[src/sv/b32c_pkg.sv]
// Shared types, constants and the residue fold function for the base32 BCH checksum block.
`timescale 1ns / 1ps

package b32c_pkg;

    localparam int RES_W       = 40;
    localparam int SYM_W       = 5;
    localparam int RES_SYMS    = RES_W / SYM_W;
    localparam int MAX_CS_SYMS = 8;
    localparam int QUEUE_DEPTH = 2;

    localparam logic [RES_W-1:0] RES_ONES  = {RES_W{1'b1}};
    localparam logic [RES_W-1:0] RES_START = RES_W'(1);

    localparam logic [RES_W-1:0] GEN_WORDS [0:SYM_W-1] = '{
        40'h1ae45cd581, 40'h359aad8f02, 40'h61754f9b24,
        40'hc2ba1bb368, 40'hcd2623e3f0
    };

    localparam logic [1:0] OP_DATA   = 2'd0;
    localparam logic [1:0] OP_CREATE = 2'd1;
    localparam logic [1:0] OP_VERIFY = 2'd2;

    localparam logic [1:0] ST_OK       = 2'd0;
    localparam logic [1:0] ST_BAD_SYM  = 2'd1;
    localparam logic [1:0] ST_MISMATCH = 2'd2;

    typedef struct packed {
        logic             verify;
        logic             err;
        logic [RES_W-1:0] residue;
    } job_t;

    typedef struct packed {
        logic full;
        logic empty;
    } q_stat_t;

    function automatic logic [RES_W-1:0] fold(input logic [RES_W-1:0] r,
                                               input logic [SYM_W-1:0] sym);
        logic [SYM_W-1:0] top;
        logic [RES_W-1:0] n;
        top = r[RES_W-1 -: SYM_W];
        n   = {r[RES_W-SYM_W-1:0], sym};
        for (int k = 0; k < SYM_W; k++) begin
            if (top[k]) begin
                n = n ^ GEN_WORDS[k];
            end
        end
        return n;
    endfunction

endpackage

[src/sv/b32c_front.sv]
// Front end: accepts items, folds data symbols into the residue, hands finishes to the queue.
`timescale 1ns / 1ps

module b32c_front (
    input  logic                   aclk,
    input  logic                   aresetn,
    input  logic                   s_tvalid,
    output logic                   s_tready,
    input  logic [7:0]             s_tdata,  // [4:0] symbol
    input  logic [3:0]             s_tuser,  // [1:0] operation, [2] skip_symbol, [3] bad_symbol
    input  b32c_pkg::q_stat_t      q_stat,
    output logic                   push,
    output b32c_pkg::job_t         push_job
);
    import b32c_pkg::*;

    logic [RES_W-1:0] residue_reg, residue_next;
    logic             err_reg, err_next;
    logic             accept;
    logic [1:0]       op;
    logic [SYM_W-1:0] sym;
    logic             skip, bad;

    assign op       = s_tuser[1:0];
    assign skip     = s_tuser[2];
    assign bad      = s_tuser[3];
    assign sym      = s_tdata[SYM_W-1:0];
    assign s_tready = !q_stat.full;
    assign accept   = s_tvalid && s_tready;
    assign push     = accept && (op == OP_CREATE || op == OP_VERIFY);

    assign push_job.verify  = (op == OP_VERIFY);
    assign push_job.err     = err_reg;
    assign push_job.residue = residue_reg;

    always_comb begin
        residue_next = residue_reg;
        err_next     = err_reg;
        if (accept) begin
            unique case (op)
                OP_DATA: begin
                    if (!skip) begin
                        if (bad) begin
                            err_next = 1'b1;
                        end else begin
                            residue_next = fold(residue_reg, sym);
                        end
                    end
                end
                OP_CREATE, OP_VERIFY: begin
                    residue_next = RES_START;
                    err_next     = 1'b0;
                end
                default: begin
                end
            endcase
        end
    end

    always_ff @(posedge aclk) begin
        if (!aresetn) begin
            residue_reg <= RES_START;
            err_reg     <= 1'b0;
        end else begin
            residue_reg <= residue_next;
            err_reg     <= err_next;
        end
    end

endmodule

[src/sv/b32c_queue.sv]
// Short queue of finish jobs between front and back.
`timescale 1ns / 1ps

module b32c_queue (
    input  logic                   aclk,
    input  logic                   aresetn,
    input  logic                   push,
    input  b32c_pkg::job_t         push_job,
    input  logic                   pop,
    output b32c_pkg::job_t         head_job,
    output b32c_pkg::q_stat_t      q_stat
);
    import b32c_pkg::*;

    localparam int PW = (QUEUE_DEPTH > 1) ? $clog2(QUEUE_DEPTH) : 1;
    localparam int CW = $clog2(QUEUE_DEPTH + 1);

    job_t          mem [0:QUEUE_DEPTH-1];
    logic [PW-1:0] wr_ptr_reg, wr_ptr_next;
    logic [PW-1:0] rd_ptr_reg, rd_ptr_next;
    logic [CW-1:0] count_reg, count_next;
    logic          do_push, do_pop;

    assign q_stat.full  = (count_reg == CW'(QUEUE_DEPTH));
    assign q_stat.empty = (count_reg == '0);
    assign do_push      = push && !q_stat.full;
    assign do_pop       = pop && !q_stat.empty;
    assign head_job     = mem[rd_ptr_reg];

    always_comb begin
        wr_ptr_next = wr_ptr_reg;
        rd_ptr_next = rd_ptr_reg;
        count_next  = count_reg;
        if (do_push) begin
            wr_ptr_next = (wr_ptr_reg == PW'(QUEUE_DEPTH - 1)) ? '0 : wr_ptr_reg + PW'(1);
        end
        if (do_pop) begin
            rd_ptr_next = (rd_ptr_reg == PW'(QUEUE_DEPTH - 1)) ? '0 : rd_ptr_reg + PW'(1);
        end
        if (do_push && !do_pop) begin
            count_next = count_reg + CW'(1);
        end else if (do_pop && !do_push) begin
            count_next = count_reg - CW'(1);
        end
    end

    always_ff @(posedge aclk) begin
        if (do_push) begin
            mem[wr_ptr_reg] <= push_job;
        end
    end

    always_ff @(posedge aclk) begin
        if (!aresetn) begin
            wr_ptr_reg <= '0;
            rd_ptr_reg <= '0;
            count_reg  <= '0;
        end else begin
            wr_ptr_reg <= wr_ptr_next;
            rd_ptr_reg <= rd_ptr_next;
            count_reg  <= count_next;
        end
    end

endmodule

[src/sv/b32c_back.sv]
// Back end: runs the zero-symbol folds of a create, emits checksum and status items.
`timescale 1ns / 1ps

module b32c_back #(
    parameter int CHECKSUM_SYMBOLS = b32c_pkg::MAX_CS_SYMS
) (
    input  logic                   aclk,
    input  logic                   aresetn,
    input  b32c_pkg::job_t         head_job,
    input  b32c_pkg::q_stat_t      q_stat,
    output logic                   pop,
    output logic                   m_tvalid,
    input  logic                   m_tready,
    output logic [7:0]             m_tdata,  // [4:0] checksum_symbol
    output logic [1:0]             m_tuser,  // [1:0] status
    output logic                   m_tlast
);
    import b32c_pkg::*;

    localparam int CNT_W = (CHECKSUM_SYMBOLS > 1) ? $clog2(CHECKSUM_SYMBOLS) : 1;
    localparam int ALIGN = SYM_W * (RES_SYMS - CHECKSUM_SYMBOLS);
    localparam logic [CNT_W-1:0] CNT_LAST = CNT_W'(CHECKSUM_SYMBOLS - 1);

    localparam logic [1:0] B_IDLE   = 2'd0;
    localparam logic [1:0] B_FOLD   = 2'd1;
    localparam logic [1:0] B_EMIT   = 2'd2;
    localparam logic [1:0] B_VERIFY = 2'd3;

    logic [1:0]       state_reg, state_next;
    logic [CNT_W-1:0] cnt_reg, cnt_next;
    logic [RES_W-1:0] work_reg, work_next;
    logic             err_reg, err_next;
    logic             out_valid_reg, out_valid_next;
    logic [SYM_W-1:0] out_sym_reg, out_sym_next;
    logic [1:0]       out_status_reg, out_status_next;
    logic             out_last_reg, out_last_next;
    logic             out_free;
    logic [RES_W-1:0] folded;

    assign out_free = !out_valid_reg || m_tready;
    assign folded   = fold(work_reg, '0);
    assign pop      = (state_reg == B_IDLE) && !q_stat.empty;

    assign m_tvalid = out_valid_reg;
    assign m_tdata  = {{(8 - SYM_W){1'b0}}, out_sym_reg};
    assign m_tuser  = out_status_reg;
    assign m_tlast  = out_last_reg;

    always_comb begin
        state_next      = state_reg;
        cnt_next        = cnt_reg;
        work_next       = work_reg;
        err_next        = err_reg;
        out_valid_next  = out_valid_reg && !m_tready;
        out_sym_next    = out_sym_reg;
        out_status_next = out_status_reg;
        out_last_next   = out_last_reg;
        unique case (state_reg)
            B_IDLE: begin
                if (!q_stat.empty) begin
                    work_next  = head_job.residue;
                    err_next   = head_job.err;
                    cnt_next   = '0;
                    state_next = head_job.verify ? B_VERIFY : B_FOLD;
                end
            end
            B_FOLD: begin
                work_next = folded;
                cnt_next  = cnt_reg + CNT_W'(1);
                if (cnt_reg == CNT_LAST) begin
                    work_next  = (folded ^ RES_ONES) << ALIGN;
                    cnt_next   = '0;
                    state_next = B_EMIT;
                end
            end
            B_EMIT: begin
                if (out_free) begin
                    out_valid_next  = 1'b1;
                    out_sym_next    = err_reg ? '0 : work_reg[RES_W-1 -: SYM_W];
                    out_status_next = err_reg ? ST_BAD_SYM : ST_OK;
                    out_last_next   = (cnt_reg == CNT_LAST);
                    work_next       = work_reg << SYM_W;
                    cnt_next        = cnt_reg + CNT_W'(1);
                    if (cnt_reg == CNT_LAST) begin
                        state_next = B_IDLE;
                    end
                end
            end
            B_VERIFY: begin
                if (out_free) begin
                    out_valid_next  = 1'b1;
                    out_sym_next    = '0;
                    out_last_next   = 1'b1;
                    out_status_next = err_reg ? ST_BAD_SYM :
                                      (work_reg != RES_ONES) ? ST_MISMATCH : ST_OK;
                    state_next      = B_IDLE;
                end
            end
            default: begin
                state_next = B_IDLE;
            end
        endcase
    end

    always_ff @(posedge aclk) begin
        work_reg       <= work_next;
        err_reg        <= err_next;
        out_sym_reg    <= out_sym_next;
        out_status_reg <= out_status_next;
        out_last_reg   <= out_last_next;
    end

    always_ff @(posedge aclk) begin
        if (!aresetn) begin
            state_reg     <= B_IDLE;
            cnt_reg       <= '0;
            out_valid_reg <= 1'b0;
        end else begin
            state_reg     <= state_next;
            cnt_reg       <= cnt_next;
            out_valid_reg <= out_valid_next;
        end
    end

endmodule

[src/sv/base32_bch_checksum_create_verify.sv]
// Top level of the base32 BCH checksum create and verify block.
//
//   channel  dir  tdata           tuser                          tlast
//   s_       in   [4:0] symbol    [1:0] op, [2] skip, [3] bad    -
//   m_       out  [4:0] checksum  [1:0] status                   last of a finish
//
// Data items are taken one per cycle while s_tready is high; each is folded combinationally into the residue register.
// A finish is queued (two deep) and the residue restarts at once, so data keeps flowing.
// For a create the back end folds CHECKSUM_SYMBOLS zero symbols, then emits
// CHECKSUM_SYMBOLS items, one per cycle while m_ does not stall; a verify emits one item.
// Reset leaves the residue at 1, no error, queue and output register empty.
// s_tready drops only while the finish queue is full; m_ stalls hold the output register.
`timescale 1ns / 1ps

module base32_bch_checksum_create_verify #(
    parameter int CHECKSUM_SYMBOLS = b32c_pkg::MAX_CS_SYMS
) (
    input  logic       aclk,
    input  logic       aresetn,
    input  logic       s_tvalid,
    output logic       s_tready,
    input  logic [7:0] s_tdata,  // [4:0] symbol
    input  logic [3:0] s_tuser,  // [1:0] operation, [2] skip_symbol, [3] bad_symbol
    output logic       m_tvalid,
    input  logic       m_tready,
    output logic [7:0] m_tdata,  // [4:0] checksum_symbol
    output logic [1:0] m_tuser,  // [1:0] status
    output logic       m_tlast
);
    import b32c_pkg::*;

    logic    push, pop;
    job_t    push_job, head_job;
    q_stat_t q_stat;

    b32c_front u_front (
        .aclk     (aclk),
        .aresetn  (aresetn),
        .s_tvalid (s_tvalid),
        .s_tready (s_tready),
        .s_tdata  (s_tdata),
        .s_tuser  (s_tuser),
        .q_stat   (q_stat),
        .push     (push),
        .push_job (push_job)
    );

    b32c_queue u_queue (
        .aclk     (aclk),
        .aresetn  (aresetn),
        .push     (push),
        .push_job (push_job),
        .pop      (pop),
        .head_job (head_job),
        .q_stat   (q_stat)
    );

    b32c_back #(
        .CHECKSUM_SYMBOLS (CHECKSUM_SYMBOLS)
    ) u_back (
        .aclk     (aclk),
        .aresetn  (aresetn),
        .head_job (head_job),
        .q_stat   (q_stat),
        .pop      (pop),
        .m_tvalid (m_tvalid),
        .m_tready (m_tready),
        .m_tdata  (m_tdata),
        .m_tuser  (m_tuser),
        .m_tlast  (m_tlast)
    );

    a_no_overflow: assert property (@(posedge aclk) disable iff (!aresetn)
        !(push && q_stat.full))
        else $error("finish pushed into a full queue");

    a_no_pop_empty: assert property (@(posedge aclk) disable iff (!aresetn)
        !(pop && q_stat.empty))
        else $error("pop from an empty queue");

    a_mismatch_last: assert property (@(posedge aclk) disable iff (!aresetn)
        (m_tvalid && m_tuser == ST_MISMATCH) |-> (m_tlast && m_tdata == 8'd0))
        else $error("verify mismatch item not a single final item");

    a_error_zero: assert property (@(posedge aclk) disable iff (!aresetn)
        (m_tvalid && m_tuser == ST_BAD_SYM) |-> (m_tdata == 8'd0))
        else $error("error item carries a nonzero checksum symbol");

endmodule

[config.mk]
export PLATFORM = sky130hd
export DESIGN_NAME = base32_bch_checksum_create_verify
export DESIGN_NICKNAME = d
export VERILOG_FILES = /design/src/sv/b32c_pkg.sv /design/src/sv/b32c_front.sv /design/src/sv/b32c_queue.sv /design/src/sv/b32c_back.sv /design/src/sv/base32_bch_checksum_create_verify.sv
export SDC_FILE = /design/constraint.sdc
export NUM_CORES = 1
export LEC_CHECK = 0
export ABC_AREA = 1
export BUFFER_PORTS_ARGS = -buffer_cell sky130_fd_sc_hd__clkbuf_2
export CORE_UTILIZATION = 55
export DETAILED_ROUTE_END_ITERATION = 10
export PLACE_DENSITY = 0.72
export SYNTH_ARGS = -nofsm -noshare
export SYNTH_HDL_FRONTEND = slang
export SYNTH_HIERARCHICAL = 1
export SYNTH_SLANG_ARGS = --single-unit
export TNS_END_PERCENT = 30
[constraint.sdc]
create_clock -name aclk -period 5.5 [get_ports aclk]
set_clock_uncertainty 0.1 [all_clocks]
set_input_delay 1.65 -clock aclk [delete_from_list [all_inputs] [get_ports aclk]]
set_output_delay 1.65 -clock aclk [all_outputs]
set_load 0.01 [all_outputs]
==> reports/qor.txt, run 1 <==
Core region area: 0.0172 mm^2
Clock transition at path regs: 0.07 ns
FF-to-FF setup slack: 2.78 ns
CP cell instances: clkbuf_2 -> inv_1 -> ha_1 -> nor2_1 -> nor2_1 -> nand2_2 -> nor2_4 -> inv_1 -> o22ai_1 -> nand2_1
Clk root buf: clkbuf_16
Slowest stage delay, CP: 0.85 ns
Final layout net count: 1057
Reg2reg start: u_queue/count_reg[0]
Routability Congestion: 0.908
Worst r2r path cells: 9
Starting Density: 56.3%
Chip width: 135 um
Register Area: 0.00504 mm^2
Area grow syn2layout: 7.45%
Multi-input logic area: 0.00407 mm^2
Syn Inst Count: 1024
Share of cells above drive strength 1: 13.1%
Detailed-route via count: 6993
Vias in the first global route: 6486
First-pass DRT Iterations: 5
Tmin final: 3.79 ns
Final hold violations: 0
Gr usage total: 24.9%
Slowest-stage cell, CP: nor2_4
# resized after CTS: 0
Distinct cell type count after synthesis: 46
Post-DP HPWL: 14400 um
Later-pin clock latency in the skew report: 0.44 ns
Synth top area cells: edfxtp_1, nand2_1, dfxtp_1
Hold Startpoint: u_queue/rd_ptr_reg
Number of max-cap violations: 0
Static leakage: 4.24 nW
Critical Path AT: 4.01 ns
Logic gate share of total power: 37.2%
Critical Path End Type: flip-flop
P_int: 3.32 mW
RSZ-0062 raised after global routing: false
Final antenna-violating net count: 0
Fmax: 264 MHz
Synth Cell Area: 0.00970 mm^2
Drt via density: 5.51
Switching Power: 2.18 mW
Routed len/inst: 16.6 um
WL final: 21100 um
Core Rows: 48
Final Util: 60.5%
Worst Tran Pin Value: 0.849 ns
Ant diodes: 0
First-pass GRT wire length: 34500 um
Flop pwr share: 40.8%
CP Launch Type: input port
EDFF count, synth: 133
H-tree depth: 4
WP data required: 5.72 ns
Ys Warns: 6
Setup-failing EPs final: 0
PwrDens: 528 mW/mm^2
Initial antenna violation count: 0
Clock power frac: 22.0%
Sw frac: 39.7%
Slew margin rel.: 43.3%
Critical R2R Capture: u_front/residue_reg[0]
Most frequent cells in the layout: nand2_1, edfxtp_1, a21oi_1, nor2_1, inv_1
Max FFs per register: 84
TritonCTS clock tree: yes
Die area: 0.0182 mm^2
VDD IR max: 286 uV
Slew Viols, Final: 0
Clk sinks: 185
#FFs+latches synth: 185
Period utilisation layout: 68.9%
Most common cell after layout, fill and taps aside: nand2_1
Setup_tns: 0 ns
Largest net degree at the start of global routing: 47
Total grt overflow: 0
Post-route DRC: 0
Worst Path Max Fanout: 38
Fraction of registers with async set/reset: 0%
Max Buffers Root-to-Sink: 2
Die height: 135 um
Drt initial violations: 621
Type of the worst min-delay path: flip-flop to flip-flop
Post-CTS Setup Inserts: 0
Yosys top cell area share: 41.2%
Mapped Avg Cell Area: 9.48 um^2
TritonCTS Buffers: 17
Ys flop type: edfxtp_1
Hold-fix buffers, CTS: 0
Sequential fraction of the synthesis area: 51.9%
Largest area contributor in the netlist: edfxtp_1
CP Class: input port to flip-flop
Status: finished, final reports clean
Worst Hold Depth: 2
Port Buffer Count: 22
# IOs: 29
Fill cells: 1428
cell families (layout without fill, tap and decap cells):
| kind of cell | Yosys count | count (layout) | share of synthesized area, % |
|---|---|---|---|
| flops | 185 | 185 | 51.9 |
| buf+inv | 124 | 141 | 6.49 |
| compound gates | 134 | 134 | 7.63 |
| fa+ha+maj | 11 | 11 | 1.42 |
| simple gates | 463 | 463 | 20.3 |
| other cells | 1 | 3 | 0.0386 |
| mux | 42 | 42 | 6.42 |
| xor+xnor | 64 | 64 | 5.85 |
layer usage:
metal  track usage (%)  up-vias  part of all wire [%]
li1                  -     3433                     -
met1              34.4     3298                    46
met2              39.0      229                    46
met3              4.32       33                   5.3
met4              10.1        0                   2.3
met5                 0        -                     0
how the worst max path moves through the flow:
stage	from	end	slack, ns	depth (start not counted)
5_1_grt	s_tuser[0]	u_front/residue_reg[0]	1.44	10
6_report	s_tuser[0]	u_front/residue_reg[0]	1.71	10
3_3_place_gp	s_tuser[0]	u_front/residue_reg[0]	1.31	10
3_5_place_dp	s_tuser[0]	u_front/residue_reg[0]	1.27	10
2_1_floorplan	s_tuser[0]	u_queue/mem[0][0]	0.87	6
4_1_cts	s_tuser[0]	u_front/residue_reg[0]	1.72	10
critical path, delay by kind of cell:
family	cells	cell delay [ns]
compound gates	1	0.15
fa+ha+maj	1	0.35
buf+inv	3	0.26
simple gates	5	1.58
final cells by class:
class                   count  share of cell area [%]
flip-flops and latches    185                    48.3
well taps                 225                    2.70
multi-input cells         717                    39.0
clock buffers              17                    4.08
clock inverters            15                    1.46
repair buffers             29                    1.56
inverters                  80                    2.88
per-stage QoR:
step | total power, mW | hold slack (ns) | instances | setup slack (ns) | cell area, um^2
final | 5.50 | 0.407 | 1268 | 1.71 | 10400
after global routing | 5.84 | 0.431 | 1268 | 1.44 | 10400
after CTS | 5.49 | 0.411 | 1268 | 1.72 | 10400
after detailed placement | 4.27 | 0.391 | 1236 | 1.27 | 9850
after global placement | 4.22 | 0.377 | 1236 | 1.31 | 9850
after floorplan | 3.81 | 0.320 | 1026 | 0.872 | 9710
cells in the mapped netlist (all sizes together), types with 2 or more instances:
library cell / n
nand3: 67
xnor2: 29
nand2: 293
and2: 2
clkbuf: 12
nor2: 79
dfxtp: 52
or2: 3
inv: 79
o211ai: 16
a21oi: 79
ha: 11
o21bai: 2
buf: 32
o21ai: 31
nand4: 11
nand3b: 6
edfxtp: 133
xor2: 35
mux2: 42
power by group through the flow:
stage          sequential (mW)  combinational [mW]  clock (mW)
3_5_place_dp              2.26                2.01           0
5_1_grt                   2.27                2.29        1.29
6_report                  2.24                2.05        1.21
2_1_floorplan             2.13                1.68           0
4_1_cts                   2.23                2.03        1.23
3_3_place_gp              2.25                1.97           0
(Power assumes the default switching activity.)
==> inputs of run 2 (changes only) <==
==> constraint.sdc (replaced) <==
create_clock -name aclk -period 3.75 [get_ports aclk]
set_clock_uncertainty 0.1 [all_clocks]
set_input_delay 1.125 -clock aclk [delete_from_list [all_inputs] [get_ports aclk]]
set_output_delay 1.125 -clock aclk [all_outputs]
set_load 0.01 [all_outputs]
==> reports/qor.txt, run 2 (synthesis gave the netlist of run 1 again) <==
Starting Density: 56.3%
Post-CTS Setup Inserts: 0
CP Class: input port to flip-flop
Worst r2r path cells: 7
Final hold violations: 0
Total grt overflow: 0
Initial antenna violation count: 0
Setup-failing EPs final: 0
Worst Hold Depth: 2
Port Buffer Count: 22
Logic gate share of total power: 37.1%
FF-to-FF setup slack: 1.27 ns
Fmax: 393 MHz
CP Launch Type: input port
Sw frac: 39.5%
Later-pin clock latency in the skew report: 0.44 ns
Fill cells: 1414
TritonCTS clock tree: yes
Ant diodes: 0
Number of max-cap violations: 0
Die height: 135 um
WL final: 21500 um
Worst Path Max Fanout: 24
Clock transition at path regs: 0.07 ns
Routability Congestion: 0.864
Clk root buf: clkbuf_16
Tmin final: 2.54 ns
Post-DP HPWL: 14700 um
Vias in the first global route: 6636
Total power: 8.11 mW
# resized after CTS: 0
Detailed-route via count: 7018
Dpl cell area: 0.00991 mm^2
Post-route design area: 0.0105 mm^2
Switching Power: 3.20 mW
Max FFs per register: 84
Hold_ws: 0.396 ns
Slew margin rel.: 48.5%
Critical R2R Capture: u_back/work_reg[18]
First-pass GRT wire length: 34500 um
Most frequent cells in the layout: nand2_1, edfxtp_1, a21oi_1, nor2_1, inv_1
Reg2reg start: u_back/state_reg[1]
H-tree depth: 4
Post-route DRC: 0
P_int: 4.91 mW
Static leakage: 4.27 nW
Chip width: 135 um
WP data required: 4.01 ns
Drt initial violations: 578
Most common cell after layout, fill and taps aside: nand2_1
Clk sinks: 185
RSZ-0062 raised after global routing: false
Worst slack at placement: 0.753 ns
Share of cells above drive strength 1: 13.5%
VDD IR max: 506 uV
TritonCTS Buffers: 17
Final layout net count: 1062
Worst Tran Pin Value: 0.771 ns
First-pass DRT Iterations: 5
Critical Path End Type: flip-flop
Period utilisation layout: 67.8%
Max Buffers Root-to-Sink: 2
Slew Viols, Final: 0
Status: finished, final reports clean
Setup slack after layout: 1.21 ns
Critical Path AT: 2.80 ns
Gr usage total: 25.1%
Die area: 0.0182 mm^2
Placed Cells: 1241
Final antenna-violating net count: 0
Type of the worst min-delay path: flip-flop to flip-flop
Hold Startpoint: u_queue/rd_ptr_reg
Hold-fix buffers, CTS: 0
Core region area: 0.0172 mm^2
Flop pwr share: 40.7%
Core Rows: 48
Largest net degree at the start of global routing: 47
Non-Filler Instances: 1273
# IOs: 29
Drt via density: 5.51
Area grow syn2layout: 8.38%
Hold Path Sink: u_queue/rd_ptr_reg
Clock power frac: 22.2%
PwrDens: 771 mW/mm^2
Routed len/inst: 16.9 um
run 2: cell types whose count changed in the layout (fill, tap and decap cells not counted), sizes merged:
cell      before  now
inv           88   85
buf            7   12
bufinv         1    0
clkinvlp       0    1
clkbuf        39   42
run 2: final cells by class:
type | count | area (um^2) | share of cell area (%)
Clock inverter | 12 | 126 | 1.20
Clock buffer | 20 | 479 | 4.56
Tap cell | 225 | 282 | 2.68
Timing Repair Buffer | 34 | 225 | 2.14
Multi-Input combinational cell | 717 | 4070 | 38.7
Inverter | 80 | 300 | 2.86
Sequential cell | 185 | 5040 | 47.9
run 2: power groups by stage:
stage	Clock, mW	Sequential (mW)	Combinational [mW]
after floorplan	0	3.12	2.46
after global placement	0	3.32	2.89
after detailed placement	0	3.33	2.97
after CTS	1.83	3.29	2.99
after global routing	1.91	3.35	3.36
final	1.80	3.30	3.01
run 2: how the worst max path moves through the flow:
stage,slack [ns],endpoint,from,cells past startpoint
after CTS,1.20,u_front/residue_reg[18],s_tuser[1],10
final,1.21,u_front/residue_reg[18],s_tuser[1],10
after floorplan,-0.35,u_queue/mem[0][0],s_tuser[0],6
after detailed placement,0.75,u_front/residue_reg[18],s_tuser[1],10
after global placement,0.79,u_front/residue_reg[19],s_tuser[0],10
after global routing,1.08,u_front/residue_reg[19],s_tuser[0],10
run 2: through the flow:
| step | util, % | TNS [ns] |
|---|---|---|
| 2_1_floorplan | - | -29.62 |
| 3_3_place_gp | 57.5 | 0 |
| 3_5_place_dp | 57.5 | 0 |
| 4_1_cts | 61.0 | 0 |
| 5_1_grt | 61.0 | 0 |
| 6_report | 61.0 | 0 |
run 2: layer usage:
metal | wire [um] | track usage [%] | share of wire [%]
met1 | 9380 | 33.2 | 44
met2 | 10100 | 40.0 | 47
met3 | 1380 | 4.84 | 6.4
met4 | 608 | 11.3 | 2.8
met5 | 0 | 0 | 0
run 2: worst max-delay path, cell delays in order:
cell      delay (ns)
clkbuf_2        0.09
inv_1           0.04
ha_1            0.34
nor2_1          0.06
nor2_1          0.12
nand2_2         0.09
nor2_4          0.45
buf_4           0.26
nand3_1         0.07
a21oi_1         0.14
==> inputs of run 3 (changes only) <==
==> constraint.sdc (replaced) <==
create_clock -name aclk -period 2.6 [get_ports aclk]
set_clock_uncertainty 0.1 [all_clocks]
set_input_delay 0.78 -clock aclk [delete_from_list [all_inputs] [get_ports aclk]]
set_output_delay 0.78 -clock aclk [all_outputs]
set_load 0.01 [all_outputs]
==> reports/qor.txt, run 3 (synthesis gave the netlist of run 1 again) <==
Status: finished, final reports clean
# resized after CTS: 0
Largest net degree at the start of global routing: 47
Fill cells: 1440
Most common cell after layout, fill and taps aside: nand2_1
PwrDens: 1120 mW/mm^2
Clock transition at path regs: 0.07 ns
Sw frac: 38.7%
VDD IR max: 653 uV
Tmin final: 2.25 ns
TritonCTS clock tree: yes
Final antenna-violating net count: 0
First-pass DRT Iterations: 5
Starting Density: 56.3%
Max FFs per register: 84
Post-route DRC: 0
Most frequent cells in the layout: nand2_1, edfxtp_1, a21oi_1, nor2_1, inv_1
Drt via density: 5.63
Critical Path AT: 2.33 ns
CP Class: flip-flop to flip-flop
Later-pin clock latency in the skew report: 0.43 ns
Flop pwr share: 39.3%
Detailed-route via count: 7224
Routability Congestion: 0.922
Slew Viols, Final: 0
Port Buffer Count: 22
P_int: 7.28 mW
Initial antenna violation count: 0
Share of cells above drive strength 1: 14.3%
Period utilisation layout: 86.6%
Routed len/inst: 17.0 um
Vias in the first global route: 6870
Max Buffers Root-to-Sink: 2
Post-CTS Setup Inserts: 0
Clk root buf: clkbuf_16
Total power: 11.9 mW
Clk sinks: 185
Core Rows: 48
# IOs: 29
Type of the worst min-delay path: flip-flop to flip-flop
Slew margin rel.: 53.3%
Register Area: 0.00504 mm^2
Post-DP HPWL: 15200 um
WL final: 21800 um
Worst Tran Pin Value: 0.699 ns
Hold-fix buffers, CTS: 0
Die area: 0.0182 mm^2
First-pass GRT wire length: 35600 um
Ant diodes: 0
Area grow syn2layout: 9.44%
Worst Path Max Fanout: 10
Total grt overflow: 0
Clock power frac: 21.8%
RSZ-0062 raised after global routing: false
Final hold violations: 0
Setup_tns: 0 ns
Final Util: 61.6%
H-tree depth: 4
Setup-failing EPs final: 0
WP data required: 2.68 ns
Number of max-cap violations: 0
Critical Path End Type: flip-flop
Gr usage total: 25.5%
TritonCTS Buffers: 17
Die height: 135 um
Multi-input logic area: 0.00407 mm^2
Chip width: 135 um
Switching Power: 4.59 mW
Fmax: 444 MHz
Static leakage: 4.32 nW
Core region area: 0.0172 mm^2
Final layout net count: 1073
Drt initial violations: 728
CP Launch Type: flip-flop
Logic gate share of total power: 38.9%
[run 3: cell count changes in the layout (fill, tap and decap cells not counted), sizes merged]
cell	change
buf	+11
clkinvlp	+3
inv	-3
bufinv	+2
clkinv	-2
[run 3: cell type report]
type	instances	share of cell area, %
flip-flops and latches	185	47.4
well taps	225	2.65
repair buffers	45	3.25
inverters	80	2.83
multi-input cells	717	38.3
clock inverters	12	1.33
clock buffers	20	4.21
[run 3: final timing paths]
kind	from	to	slack [ns]	cells after the start
hold / removal	u_front/err_reg	u_front/err_reg	0.42	2
setup / recovery	u_back/cnt_reg[0]	u_back/work_reg[13]	0.35	9
hold reg to reg	u_front/err_reg	u_front/err_reg	0.42	2
setup reg to reg	u_back/cnt_reg[0]	u_back/work_reg[13]	0.35	9
[run 3: through the flow]
| stage | worst slack, ns | hold slack [ns] | cell area, um^2 | std cells |
|---|---|---|---|---|
| finish | 0.349 | 0.420 | 10600 | 1284 |
| global route | 0.244 | 0.431 | 10600 | 1284 |
| CTS | 0.386 | 0.412 | 10600 | 1284 |
| detailed placement | 0.114 | 0.404 | 10000 | 1252 |
| global placement | 0.147 | 0.378 | 10000 | 1252 |
| floorplan | -0.462 | 0.320 | 9720 | 1026 |
[run 3: critical path: stages (launching register included)]
cell,delay (ns)
dfxtp_1,0.37
ha_1,0.18
ha_1,0.35
inv_2,0.18
nand2_1,0.11
nand3_1,0.17
nand2_2,0.25
nand2_1,0.09
nand3_1,0.10
o211ai_1,0.10
[run 3: power groups by stage]
stage	registers (mW)	clock network [mW]	logic [mW]
2_1_floorplan	4.49	0	3.57
3_3_place_gp	4.68	0	4.45
3_5_place_dp	4.71	0	4.54
4_1_cts	4.65	2.60	4.57
5_1_grt	4.72	2.73	5.14
6_report	4.67	2.58	4.62
[run 3: per-layer routing]
layer  vias to the layer above  part of all wire, %  track usage [%]
met5                         -                    0                0
met4                         0                  2.3             10.5
met3                        44                  6.4             4.32
met2                       297                   48             40.4
met1                      3414                   44             34.8
li1                       3469                    -                -
